--- src/hdl/rpd_pkg.sv ---
// ----------------------------------------------------------------------------
// rpd_pkg
// Shared constants and types for the remote packet deframer.
// ----------------------------------------------------------------------------
package rpd_pkg;

  localparam int NUM_AXES_DEF = 4;   // axis bytes per frame
  localparam int HDR_BYTES    = 2;   // header bytes per frame
  localparam int OUT_AXES     = 4;   // axis fields on the result port
  localparam int BYTE_W       = 8;

  localparam logic [BYTE_W-1:0] HDR_MARK = 8'hFF;

  typedef enum logic [1:0] {
    ST_FRAME_OK   = 2'd0,
    ST_BAD_HEADER = 2'd1,
    ST_BAD_SUM    = 2'd2
  } frame_status_t;

  typedef logic [BYTE_W-1:0] byte_t;

  typedef struct packed {
    frame_status_t           status;
    byte_t [OUT_AXES-1:0]    axes;
  } rpd_result_t;

endpackage

--- src/hdl/remote_packet_deframer.sv ---
// ----------------------------------------------------------------------------
// remote_packet_deframer
// Groups received bytes into fixed frames and reports status and axis values.
// ----------------------------------------------------------------------------
// Usage:
//   Input channel (in_valid / in_stall / in_rx_byte) takes one received byte
//   per word. Frames are counted from reset: two 0xFF header bytes,
//   NUM_AXES axis bytes, one checksum byte (inverted low byte of the axis sum).
//   There is no resynchronization.
//   Result channel (out_valid / out_stall / out_*) gives one word per frame,
//   on the checksum byte: status (0 ok, 1 bad header, 2 bad checksum) and
//   the held axis values, which change only on a good frame.
//   Path: an accepted checksum byte passes the input register, then the
//   result register, before out_valid rises.
//   Throughput: one byte per cycle while no stall holds the input; the frame
//   logic between the two registers sets this.
//   Reset: frame position, sum and held values clear; both registers empty.
//   Stall: a stalled result holds; header and axis bytes keep flowing, and a
//   checksum byte waits in the input register until the result register
//   frees, and stalls the input side while it waits.
// ----------------------------------------------------------------------------
module remote_packet_deframer #(
  parameter int NUM_AXES = rpd_pkg::NUM_AXES_DEF
) (
  input  logic                   clk,
  input  logic                   rst_n,
  input  logic                   in_valid,
  output logic                   in_stall,
  input  logic [7:0]             in_rx_byte,
  output logic                   out_valid,
  input  logic                   out_stall,
  output logic [1:0]             out_frame_status,
  output logic [7:0]             out_axis_zero,
  output logic [7:0]             out_axis_one,
  output logic [7:0]             out_axis_two,
  output logic [7:0]             out_axis_three
);
  import rpd_pkg::*;

  logic        s1_valid;
  byte_t       s1_byte;
  logic        take;
  logic        last;
  logic        out_ready;
  rpd_result_t res;
  rpd_result_t out_res;

  // a closing byte needs room in the result register
  assign take = s1_valid && (!last || out_ready);

  rpd_in_stage u_in (
    .clk      (clk),
    .rst_n    (rst_n),
    .in_valid (in_valid),
    .in_byte  (in_rx_byte),
    .in_stall (in_stall),
    .take     (take),
    .s1_valid (s1_valid),
    .s1_byte  (s1_byte)
  );

  rpd_frame #(
    .NUM_AXES (NUM_AXES)
  ) u_frame (
    .clk     (clk),
    .rst_n   (rst_n),
    .go      (take),
    .rx_byte (s1_byte),
    .last    (last),
    .res     (res)
  );

  rpd_out_stage u_out (
    .clk       (clk),
    .rst_n     (rst_n),
    .load      (take && last),
    .res       (res),
    .ready     (out_ready),
    .out_valid (out_valid),
    .out_stall (out_stall),
    .out_res   (out_res)
  );

  assign out_frame_status = out_res.status;
  assign out_axis_zero    = out_res.axes[0];
  assign out_axis_one     = out_res.axes[1];
  assign out_axis_two     = out_res.axes[2];
  assign out_axis_three   = out_res.axes[3];

endmodule

--- src/hdl/rpd_in_stage.sv ---
// ----------------------------------------------------------------------------
// rpd_in_stage
// Input register: captures one received byte per cycle while not stalled.
// ----------------------------------------------------------------------------
module rpd_in_stage (
  input  logic              clk,
  input  logic              rst_n,
  input  logic              in_valid,
  input  rpd_pkg::byte_t    in_byte,
  output logic              in_stall,
  input  logic              take,      // stage word consumed this cycle
  output logic              s1_valid,
  output rpd_pkg::byte_t    s1_byte
);
  import rpd_pkg::*;

  logic   s1_valid_r;
  logic   s1_valid_nxt;
  byte_t  s1_byte_r;
  logic   load;

  assign load         = !s1_valid_r || take;
  assign in_stall     = !load;
  assign s1_valid_nxt = load ? in_valid : s1_valid_r;

  always_ff @(posedge clk) begin
    if (!rst_n) begin
      s1_valid_r <= 1'b0;
    end else begin
      s1_valid_r <= s1_valid_nxt;
    end
  end

  always_ff @(posedge clk) begin
    if (load && in_valid) begin
      s1_byte_r <= in_byte;
    end
  end

  assign s1_valid = s1_valid_r;
  assign s1_byte  = s1_byte_r;

endmodule

--- src/hdl/rpd_frame.sv ---
// ----------------------------------------------------------------------------
// rpd_frame
// Frame tracker: byte position, running sum, header flag, pending and held
// axis values, and the end-of-frame status.
// ----------------------------------------------------------------------------
module rpd_frame #(
  parameter int NUM_AXES = rpd_pkg::NUM_AXES_DEF
) (
  input  logic                 clk,
  input  logic                 rst_n,
  input  logic                 go,        // stage word processed this cycle
  input  rpd_pkg::byte_t       rx_byte,
  output logic                 last,      // stage word closes a frame
  output rpd_pkg::rpd_result_t res
);
  import rpd_pkg::*;

  localparam int FRAME_LEN = HDR_BYTES + NUM_AXES + 1;
  localparam int POS_W     = $clog2(FRAME_LEN);
  localparam int AIDX_W    = (NUM_AXES > 1) ? $clog2(NUM_AXES) : 1;

  logic [POS_W-1:0]  pos_r, pos_nxt;
  byte_t             sum_r, sum_nxt;
  logic              hdr_good_r, hdr_good_nxt;
  byte_t             pend_r [NUM_AXES];
  byte_t             held_r [NUM_AXES];
  byte_t             held_nxt [NUM_AXES];

  logic              in_hdr;
  logic              in_axis;
  logic              frame_ok;
  logic [POS_W-1:0]  axis_off;
  logic [AIDX_W-1:0] aidx;
  frame_status_t     status;

  always_comb begin
    in_hdr   = pos_r < POS_W'(HDR_BYTES);
    in_axis  = !in_hdr && (pos_r < POS_W'(HDR_BYTES + NUM_AXES));
    last     = pos_r == POS_W'(FRAME_LEN - 1);
    axis_off = pos_r - POS_W'(HDR_BYTES);
    aidx     = axis_off[AIDX_W-1:0];

    // bad header wins over a bad checksum
    if (!hdr_good_r) begin
      status = ST_BAD_HEADER;
    end else if (~sum_r != rx_byte) begin
      status = ST_BAD_SUM;
    end else begin
      status = ST_FRAME_OK;
    end
    frame_ok = go && last && (status == ST_FRAME_OK);

    pos_nxt      = pos_r;
    sum_nxt      = sum_r;
    hdr_good_nxt = hdr_good_r;
    if (go) begin
      if (last) begin
        pos_nxt      = '0;
        sum_nxt      = '0;
        hdr_good_nxt = 1'b1;
      end else begin
        pos_nxt = pos_r + POS_W'(1);
        if (in_hdr) begin
          if (rx_byte != HDR_MARK) begin
            hdr_good_nxt = 1'b0;
          end
        end else begin
          sum_nxt = sum_r + rx_byte;
        end
      end
    end

    for (int k = 0; k < NUM_AXES; k++) begin
      held_nxt[k] = frame_ok ? pend_r[k] : held_r[k];
    end
  end

  always_ff @(posedge clk) begin
    if (!rst_n) begin
      pos_r      <= '0;
      sum_r      <= '0;
      hdr_good_r <= 1'b1;
      for (int k = 0; k < NUM_AXES; k++) begin
        held_r[k] <= '0;
      end
    end else begin
      pos_r      <= pos_nxt;
      sum_r      <= sum_nxt;
      hdr_good_r <= hdr_good_nxt;
      for (int k = 0; k < NUM_AXES; k++) begin
        held_r[k] <= held_nxt[k];
      end
    end
  end

  always_ff @(posedge clk) begin
    if (go && in_axis) begin
      pend_r[aidx] <= rx_byte;
    end
  end

  assign res.status = status;

  // result fields without an axis behind them read as zero
  for (genvar g = 0; g < OUT_AXES; g++) begin : g_out_axis
    if (g < NUM_AXES) begin : g_live
      assign res.axes[g] = held_nxt[g];
    end else begin : g_zero
      assign res.axes[g] = '0;
    end
  end

endmodule

--- src/hdl/rpd_out_stage.sv ---
// ----------------------------------------------------------------------------
// rpd_out_stage
// Result register: holds one frame result until the receiver takes it.
// ----------------------------------------------------------------------------
module rpd_out_stage (
  input  logic                 clk,
  input  logic                 rst_n,
  input  logic                 load,
  input  rpd_pkg::rpd_result_t res,
  output logic                 ready,     // register free or emptying now
  output logic                 out_valid,
  input  logic                 out_stall,
  output rpd_pkg::rpd_result_t out_res
);
  import rpd_pkg::*;

  logic        valid_r, valid_nxt;
  rpd_result_t res_r;

  assign ready = !valid_r || !out_stall;

  always_comb begin
    valid_nxt = valid_r;
    if (ready) begin
      valid_nxt = load;
    end
  end

  always_ff @(posedge clk) begin
    if (!rst_n) begin
      valid_r <= 1'b0;
    end else begin
      valid_r <= valid_nxt;
    end
  end

  always_ff @(posedge clk) begin
    if (ready && load) begin
      res_r <= res;
    end
  end

  assign out_valid = valid_r;
  assign out_res   = res_r;

endmodule
--- config.mk ---
export PLATFORM = sky130hd
export DESIGN_NAME = remote_packet_deframer
export DESIGN_NICKNAME = d
export VERILOG_FILES = /design/src/hdl/rpd_pkg.sv /design/src/hdl/remote_packet_deframer.sv /design/src/hdl/rpd_in_stage.sv /design/src/hdl/rpd_frame.sv /design/src/hdl/rpd_out_stage.sv
export SDC_FILE = /design/constraint.sdc
export NUM_CORES = 1
export LEC_CHECK = 0
export ABC_AREA = 1
export BUFFER_PORTS_ARGS = -buffer_cell sky130_fd_sc_hd__buf_2
export CAP_MARGIN = 20
export CORE_MARGIN = 10
export CORE_UTILIZATION = 35
export CTS_CLUSTER_SIZE = 30
export DETAILED_ROUTE_END_ITERATION = 12
export PLACE_DENSITY = 0.57
export SLEW_MARGIN = 0
export SYNTH_ARGS = -nofsm -noshare
export SYNTH_HDL_FRONTEND = slang
export SYNTH_SLANG_ARGS = --single-unit
--- constraint.sdc ---
create_clock -name clk -period 1.9 [get_ports clk]
set_input_delay 0.38 -clock clk [delete_from_list [all_inputs] [get_ports clk]]
set_output_delay 0.38 -clock clk [all_outputs]
set_load 0.02 [all_outputs]
Word-level counts from Yosys, hierarchy flattened
Memory sizes are Yosys's and may differ from the RTL's.
Cells that the tools add are included.
Operators by class
  bitwise gates (word level): 5
  add/sub/neg operators: 3
  multiply operators: 0
  equality and inequality tests: 4
  shifts and indexed selects: 0
  multiplexer cells: 20
  reduce and logical (&&, ||, !) cells: 21
  $lt $le $gt $ge: 2
  divide/modulo/power cells: 0
Operators with widths (count)
  8-bit 2-to-1 mux: 10
  8-bit adder: 1
  8-bit != test: 1
  8-bit != test, second input constant: 1
  8-bit NOT: 1
  1-bit logical AND: 7
  1-bit 2-to-1 mux: 7
  1-bit logical NOT: 6
  2-bit 2-to-1 mux: 2
  1-bit OR: 4
  2-bit nonzero test: 2
  3-bit by 1-bit adder with 3-bit output, second input constant: 1
  3-bit == test, second input constant: 1
  1-bit logical OR: 3
  3-bit by 2-bit < comparator with 1-bit output, second input constant: 1
  3-bit < comparator, second input constant: 1
  3-bit 2-to-1 mux: 1
  3-bit AND reduction: 1
  2-bit logical NOT: 1
  2-bit != test, second input constant: 1
  2-bit AND reduction: 1
  2-bit subtractor, second input constant: 1
Storage, ports and cells
  bits in registers: 56
  bits of input ports: 12
  ROM bits: 0
  output and inout bits: 36
  memories: 2
  RAM bits: 64
  latch bits: 0
  word-level logic and storage cells: 68
Memories
  u_frame.held_r: depth 4, bits a word 8, read ports 4, clocked after Yosys merged registers in 0, wr ports 4, line rpd_frame.sv:26  | byte_t held_r [NUM_AXES];
  u_frame.pend_r: depth 4, bits a word 8, read ports 4, clocked after Yosys merged registers in 0, wr ports 1, line rpd_frame.sv:25  | byte_t pend_r [NUM_AXES];

Logic depth before layout (Yosys ltp)
Gate-level depths: netlist (run 1).
  depth in word-level cells: 8
  gate-level depth with buffers: 10
  gate-level depth less buffers: 9

Modules after synthesis
From an unflattened synthesis (run 1), not the netlist that was laid out.
Second synthesis, totals
  cell total of the unflattened synthesis: 403
  area total of the unflattened synthesis: 4640.7 µm²
Modules (own cells, without submodules)
  rpd_frame: cells an instance 342, area each 3256.9 µm², instances 1, sequential area each 1841.8 µm²
  rpd_out_stage: cells an instance 40, area each 1068.5 µm², instances 1, sequential area each 1041.0 µm²
  rpd_in_stage: cells an instance 16, area each 290.3 µm², instances 1, sequential area each 260.2 µm²
  remote_packet_deframer: cells an instance 5, area each 25.0 µm², instances 1, sequential area each 0.0 µm²

Worst setup path before layout (run 1)
OpenSTA, ideal clock, no wires.
  kind: reg2reg
  from: reg u_frame.pos_r[1]
  to: reg u_out.res_r, in the netlist u_out.out_res[0], data pin
  clock period less this slack: 2.098 ns
  stages on the path, launching flop included: 10
  data arrival time: 1.847 ns
  path buffers: 1
  library setup time: 0.251 ns
  setup slack: -0.198 ns
  required time: 1.649 ns
  path through: dfxtp_1 > ha_1 > inv_1 > nor2_1 > nand3_1 > inv_2 > buf_2 > nand4_1 > nand2_1 > inv_1
RTL lines
  start, declared: line rpd_frame.sv:22  | logic [POS_W-1:0] pos_r, pos_nxt;
  start signal, assigned: line rpd_frame.sv:87  | pos_r <= pos_nxt;
  end signal, assigned: line rpd_out_stage.sv:39  | res_r <= res;
  end, declared: line rpd_out_stage.sv:18  | rpd_result_t res_r;

==> metrics.txt, run 1 <==
syn avg cell area=9.75 µm²; 1st-pass router iterations=4; global-route wire length before repair=16400 µm; kind of critical path=reg2reg; final core utilization=46.8%; Sw Pwr=0.00126 W; Switching Share=21.3%; final net count=625; CP Data Arrival Time=2.08 ns; Tmin final=1.91 ns; flops & latches, synth=120; # IOs=48; worst vdd ir=0.593 mV; FMAX=524 MHz; clk sinks=120; Die Width=138 µm; DRC=0; Hold Path Depth=1; CP cell instances=ha_4 > nand2_2 > inv_2 > nand2_2 > nor3_4 > buf_6 > buf_8 > nand4_1 > nand2_2 > inv_1; Post-Synth Adder-Cell Area=3.74%; via count of the first global-routing pass=3441; commonest non-fill, non-tap cell in the layout=inv_1; CTS Root Cell=clkbuf_16; TritonCTS Buffers=17; Post-Syn Instances=501; Compound-Gate Fraction of Synth Area=1.95%; total die area=19100 µm²; final worst slack=-0.0102 ns; hpwl dp=6670 µm; crit path launch type=flop; power per standard cell area=920 nW/µm²; storage element area=3140 µm²; DRT iter0 DRCs=187; placed insts=748; largest fanout on the critical path=8; Ys Warns=0; count of final setup violators=2; Req. time, crit path=2.07 ns; share of layout cells above drive strength 1=25.3%; n_diodes=0; antenna violations before repair=0; htree depth=4; RSZ-0062 raised after global routing=true; skew final=0.00590 ns; Slew @ Worst Pin=0.418 ns; fin cells=792; Slowest-stage cell, CP=edfxtp_1; simple-gate share of the synthesized area=18.6%; XOR/XNOR Fraction of Synth Area=0.358%; max incr delay on CP=0.44 ns; CP most frequent cell=nand2_2; overall routing resource usage=10.5%; register area share after synthesis=64.3%; Mapped Nets=527; Worst-Skew Late Latency=0.41 ns; CTS clock-pin slew for the worst setup and hold paths=0.05 ns; Critical Path Sink Type=flop; Multi-input gate area=1340 µm²; Pint=0.00466 W; clock power share=48.6%; mux contribution to synthesized area=0%; global route overflow=0; maximum root-to-sink buffer count=2; Reg power frac=47.4%; slew margin rel.=72.1%; Worst Hold Class=in2reg; synthesized cell area=4890 µm²; fill cell count=1315; Buffers on Ports=47; violated checks=negative setup slack; Max Cap Violations=0; Area growth, synth to finish=31.8%; DR vias=3486; Unique masters post-synth=24; Routed WL=9850 µm; final antenna-violating net count=0; largest family of logic cells by synthesized area=simple AND/OR/NAND/NOR gates; Max Slew Vio Count=0; Die H=138 µm; Fin. Hold Viols=0; RD Place Congestion=0.865; fin crit share=101%; reg2reg path depth=10; num rows=43; drt wl/cell=12.4 µm; most frequent cells in the layout=120 x inv_1, 100 x nand2_1, 74 x edfxtp_1; Gate power share=4.0%; largest net degree at the start of global routing=31; Leakage=3.02 nW; Avg Vias per Cell=4.40; initial core utilization=35.5%; CTS Hold Bufs=0; status=complete, but fails checks; core area=13800 µm²; CTS tree=built
==> metrics by stage <==
stage	setup WS [ns]	TNS, ns	hold slack (ns)	power (W)	cell area (µm²)
2_1_floorplan	0.0100	0	0.445	0.00295	4890
3_3_place_gp	-0.0513	-0.414	0.456	0.00306	5610
3_5_place_dp	-0.0655	-0.371	0.461	0.00306	5610
4_1_cts	-0.0193	-0.0808	0.119	0.00597	6260
5_1_grt	-0.115	-3.23	0.122	0.00615	6440
6_report	-0.0102	-0.0154	0.141	0.00593	6440
==> registers in the layout, summed over array words and instances (netlist names) <==
name	flops
u_frame.sum_r	8
u_in.s1_byte	8
u_out.out_res	34
u_in.s1_valid	1
u_frame.hdr_good_r	1
u_frame.pend_r	32
u_frame.pos_r	3
u_frame.held_r	32
u_out.out_valid	1
==> kinds of logic (layout without fill, tap and decap cells) <==
family	count (synthesis)	in the layout
AO/OA/AOI/OAI	18	18
adder cells (fa/ha/maj)	14	14
XOR/XNOR	2	2
buffers and inverters	142	253
flip-flops	120	120
AND/OR/NAND/NOR	205	205
==> layout make-up <==
cell class	count	share of cell area, %
clock buffers	18	6.66
clock inverters	14	1.69
inverters	124	7.26
multi-input cells	239	20.8
flip-flops and latches	120	48.8
well taps	180	3.50
repair buffers	97	11.3
==> layer usage <==
metal / up-vias / part of all wire [%] / GRT usage, %
met5: - / 0 / 0
met4: 0 / 1.9 / 5.72
met3: 16 / 5.4 / 3.97
met2: 74 / 47 / 16.6
met1: 1616 / 46 / 12.1
li1: 1780 / - / -
==> cells in the mapped netlist (all sizes together) <==
cell      n  area (µm²)
or2       4        25.0
ha       13         163
edfxtp   74        2220
nor3      3        26.3
clkbuf    9        33.8
xor2      1        8.76
buf       9        42.5
nand3    16        85.1
clkinv    2        7.51
inv     122         458
nand4    35         219
nor2     40         150
a21oi    15        75.1
xnor2     1        8.76
fa        1        20.0
o21ai     1        5.00
nand2   107         402
dfxtp    46         921
o211ai    1        7.51
a211oi    1        7.51
==> power by group through the flow <==
stage	Combinational [W]	Clock, W	Sequential, W
after global placement	0.000202	0	0.00285
after floorplan	0.0000967	0	0.00286
final	0.000237	0.00288	0.00281
after global routing	0.000263	0.00307	0.00281
after detailed placement	0.000205	0	0.00285
after CTS	0.000214	0.00295	0.00280
==> path summary, 6_finish.rpt <==
check / from / endpoint / slack [ns]
setup / recovery: u_in.s1_byte[3]$_DFFE_PP_ / u_out.out_res[17]$_DFFE_PP_ / -0.01
hold / removal: in_rx_byte[6] / u_in.s1_byte[6]$_DFFE_PP_ / 0.14
setup reg to reg: u_in.s1_byte[3]$_DFFE_PP_ / u_out.out_res[17]$_DFFE_PP_ / -0.01
hold reg to reg: u_frame.sum_r[2]$_SDFFE_PN0P_ / u_frame.sum_r[2]$_SDFFE_PN0P_ / 0.48
==> what timing repair did <==
item	4_1_cts	5_1_grt
resized for setup	12	24
cloned	1	1
endpoints found under the hold margin	0	0
pin swaps	16	17
buffers inserted	3	7
setup endpoints to repair	26	50
==> worst max-delay path: cells and delay by family (launching register included) <==
family                     cells  cell delay, ns
and+or+nand+nor                5            0.52
DFF                            1            0.44
adders and majority gates      1            0.31
buffers and inverters          4            0.39
No activity file was read; power rests on OpenSTA's default activity.
==> run 2: changes to the inputs <==
- SYNTH_HIERARCHICAL: not set -> 1
==> run 2 against run 1 <==
Net effect: the flow still finishes with violations (negative setup slack); fmax down 1.4%; sequential share of layout area rose by 1.2 points; register-to-register slack got worse by 0.02 ns; via count down 8.7%; synthesized area is 5.0% lower; critical path depth shrank 1; non-clock buffer count is 2 lower; die area fell by 4.3%; combinational power increased by 14%; critical path type is now reg2out; critical endpoint is now in_stall; highest routed layer unchanged.
==> metrics.txt, run 2 <==
status=complete, but fails checks; violated checks=negative setup slack; Fin. Hold Viols=0 (unchanged); clock power share=48.8% (+0.2 points); EDFF count, synth=74 (unchanged); TritonCTS Buffers=17 (unchanged); Main synth FF type=edfxtp_1; Slew @ Worst Pin=0.278 ns (-0.140 ns); Synth top area share=47.9% (+2.4 points); DRC=0 (unchanged); CTS clock-pin slew for the worst setup and hold paths=0.05 ns (about the same); n_diodes=0 (unchanged); highest metal used=met4; crit path launch type=flop; Die H=135 µm (-2.2%); 1st-pass router iterations=5 (+1); RSZ-0062 raised after global routing=true; largest net degree at the start of global routing=35 (+13%); fill cell count=1173 (-11%); synth top area cells=edfxtp_1 48%, dfxtp_1 20%, nand2_1 7.7%; largest fanout on the critical path=2 (-6); CTS tree=built; Max Slew Vio Count=0 (unchanged); Max Cap Violations=0 (unchanged); Worst-Skew Late Latency=0.42 ns (about the same); hpwl dp=6580 µm (-1.3%); DRT iter0 DRCs=158 (-16%); flops & latches, synth=120 (unchanged); Worst Hold Class=in2reg; Req. time, crit path=1.52 ns (-0.55 ns); worst hold slack=0.143 ns (+0.00202 ns); via count of the first global-routing pass=3130 (-9.0%); synthesized cell area=4640 µm² (-5.0%); Pint=0.00476 W (+2.0%); placed insts=644 (-14%); met2 wire length=5100 µm (+10%); most common cell in the netlist=nand2_1; CTS Hold Bufs=0 (unchanged); r2r endpoint=u_out/out_res[24]$_DFFE_PP_; Crit Reg-Reg Startpoint=u_in/s1_byte[5]$_DFFE_PP_; fin crit share=102% (+1.4 points); crit path to=in_stall; reg2reg path depth=9 (-1); Routed WL=10100 µm (+2.2%); power per standard cell area=955 nW/µm² (+3.9%); most frequent cells in the layout=74 x edfxtp_1, 55 x nand2_1, 46 x buf_2; r2r setup slk=-0.03 ns (-0.02 ns); storage element area=3150 µm² (about the same); initial core utilization=35.3% (-0.16 points); Pwr Total=0.00601 W (+1.5%); wl on met1=4140 µm (-7.8%); antenna violations before repair=0 (unchanged); Gate power share=4.5% (+0.5 points); max reg flops=34 (unchanged); worst vdd ir=0.433 mV (-27%); wire length on met3=601 µm (+12%); skew final=0.00710 ns (+0.00120 ns); count of final setup violators=17 (+15); maximum root-to-sink buffer count=2 (unchanged); Unique masters post-synth=26 (+8.3%); clk sinks=120 (unchanged); CTS Root Cell=clkbuf_16; leading area contributor after synthesis=edfxtp_1; Switching Share=20.9% (-0.43 points); slew margin rel.=81.5% (+9.3 points); CP Data Arrival Time=1.56 ns (-0.52 ns); num rows=42 (-2.3%); total die area=18300 µm² (-4.3%); global route overflow=0 (unchanged); share of layout cells above drive strength 1=37.7% (+12 points); Reg power frac=46.8% (-0.6 points); register area share after synthesis=67.7% (+3.4 points); Area growth, synth to finish=35.6%; Leakage=2.43 nW (-20%); Critical Path Sink Type=output port; overall routing resource usage=11.2% (+0.71 points); Die Width=135 µm (-2.2%); commonest non-fill, non-tap cell in the layout=edfxtp_1; Ys Warns=6 (+6); kind of critical path=reg2out; final net count=530 (-15%); Commonest cells post-synth=95 x nand2_1, 74 x edfxtp_1, 46 x a21oi_1, 46 x dfxtp_1, 41 x nand3_1; ys async rst share=0% (unchanged); fin cells=693 (-13%); Mapped Nets=429 (-19%); core area=13100 µm² (-4.6%); RD Place Congestion=0.836 (-3.3%); htree depth=4 (unchanged); drt wl/cell=14.5 µm (+17%); final worst slack=-0.0366 ns (-0.0265 ns); crit path launch=u_frame/pos_r[1]$_SDFFE_PN0P_; Sw Pwr=0.00126 W (-0.57%); Tmin final=1.94 ns (+0.0265 ns); syn avg cell area=11.5 µm² (+18%); final antenna-violating net count=0 (unchanged); Multi-input gate area=1560 µm² (+17%); # IOs=48 (unchanged); Buffers on Ports=47 (unchanged); Post-Syn Instances=403 (-20%); FMAX=516 MHz (-1.4%); global-route wire length before repair=15700 µm (-3.8%); Avg Vias per Cell=4.59 (+4.4%); DR vias=3183 (-8.7%)
run 2: power by group through the flow:
stage                     Sequential [W]  Combinational, W  Clock [W]
after floorplan                  0.00286          0.000116          0
final                            0.00281          0.000269    0.00293
after CTS                        0.00281          0.000243    0.00298
after detailed placement         0.00286          0.000224          0
after global routing             0.00281          0.000300    0.00312
after global placement           0.00286          0.000218          0
run 2: kinds of logic (layout without fill, tap and decap cells):
group	after synthesis	count (layout)	share of synthesized area, %
AOI/OAI and AO/OA	57	57	6.63
xor gates and xnor gates	1	1	0.189
adders and majority gates	14	14	3.94
buffers and inverters	47	161	5.26
DFF	120	120	67.7
and+or+nand+nor	164	164	16.3
run 2: how the worst min path moves through the flow:
| stage | start | end | cells past startpoint |
|---|---|---|---|
| 4_1_cts | in_rx_byte[2] | u_in/s1_byte[2]$_DFFE_PP_ | 1 |
| 2_1_floorplan | u_frame/sum_r[0]$_SDFFE_PN0P_ | u_frame/sum_r[0]$_SDFFE_PN0P_ | 2 |
| 5_1_grt | in_rx_byte[1] | u_in/s1_byte[1]$_DFFE_PP_ | 1 |
| 3_5_place_dp | u_frame/held_r[1][2]$_SDFF_PN0_ | u_frame/held_r[1][2]$_SDFF_PN0_ | 2 |
| 3_3_place_gp | u_frame/sum_r[0]$_SDFFE_PN0P_ | u_frame/sum_r[0]$_SDFFE_PN0P_ | 2 |
| 6_report | in_rx_byte[2] | u_in/s1_byte[2]$_DFFE_PP_ | 1 |
run 2: repair_timing:
item / 4_1_cts / 5_1_grt
cloned: 0 / 3
resized for setup: 13 / 73
buffers inserted: 8 / 7
pin swaps: 5 / 10
endpoints found under the setup margin: 7 / 69
run 2: stage by stage:
step	area, µm²	setup WS (ns)	util, %	setup TNS [ns]
CTS	5910	-0.0451	45.0	-0.0527
global route	6290	-0.111	47.9	-2.71
global placement	5260	0.00427	40.0	0
finish	6290	-0.0366	47.9	-0.211
detailed placement	5260	-0.00591	40.0	-0.00591
floorplan	4660	0.00438	-	0
run 2: final cells by class:
cell class / instances / share of cell area (%)
Clock inverter: 9 / 1.23
Tap cell: 176 / 3.50
Clock buffer: 23 / 7.43
Inverter: 34 / 2.03
Timing Repair Buffer: 95 / 11.0
Sequential cell: 120 / 50.0
Multi-Input combinational cell: 236 / 24.8
run 2: metal layers:
layer,up-vias,GRT usage (%)
li1,1586,-
met1,1506,12.2
met2,72,18.5
met3,19,4.30
met4,0,6.16
met5,-,0
run 2: worst max-delay path, cell delays in order, from the launching register on:
cell and delay [ns]:
dfxtp_2 0.32, ha_2 0.18, inv_2 0.07, nor2_4 0.04, a21oi_2 0.18, buf_6 0.12, inv_2 0.03, nand2_2 0.06
inv_2 0.04, buf_6 0.12
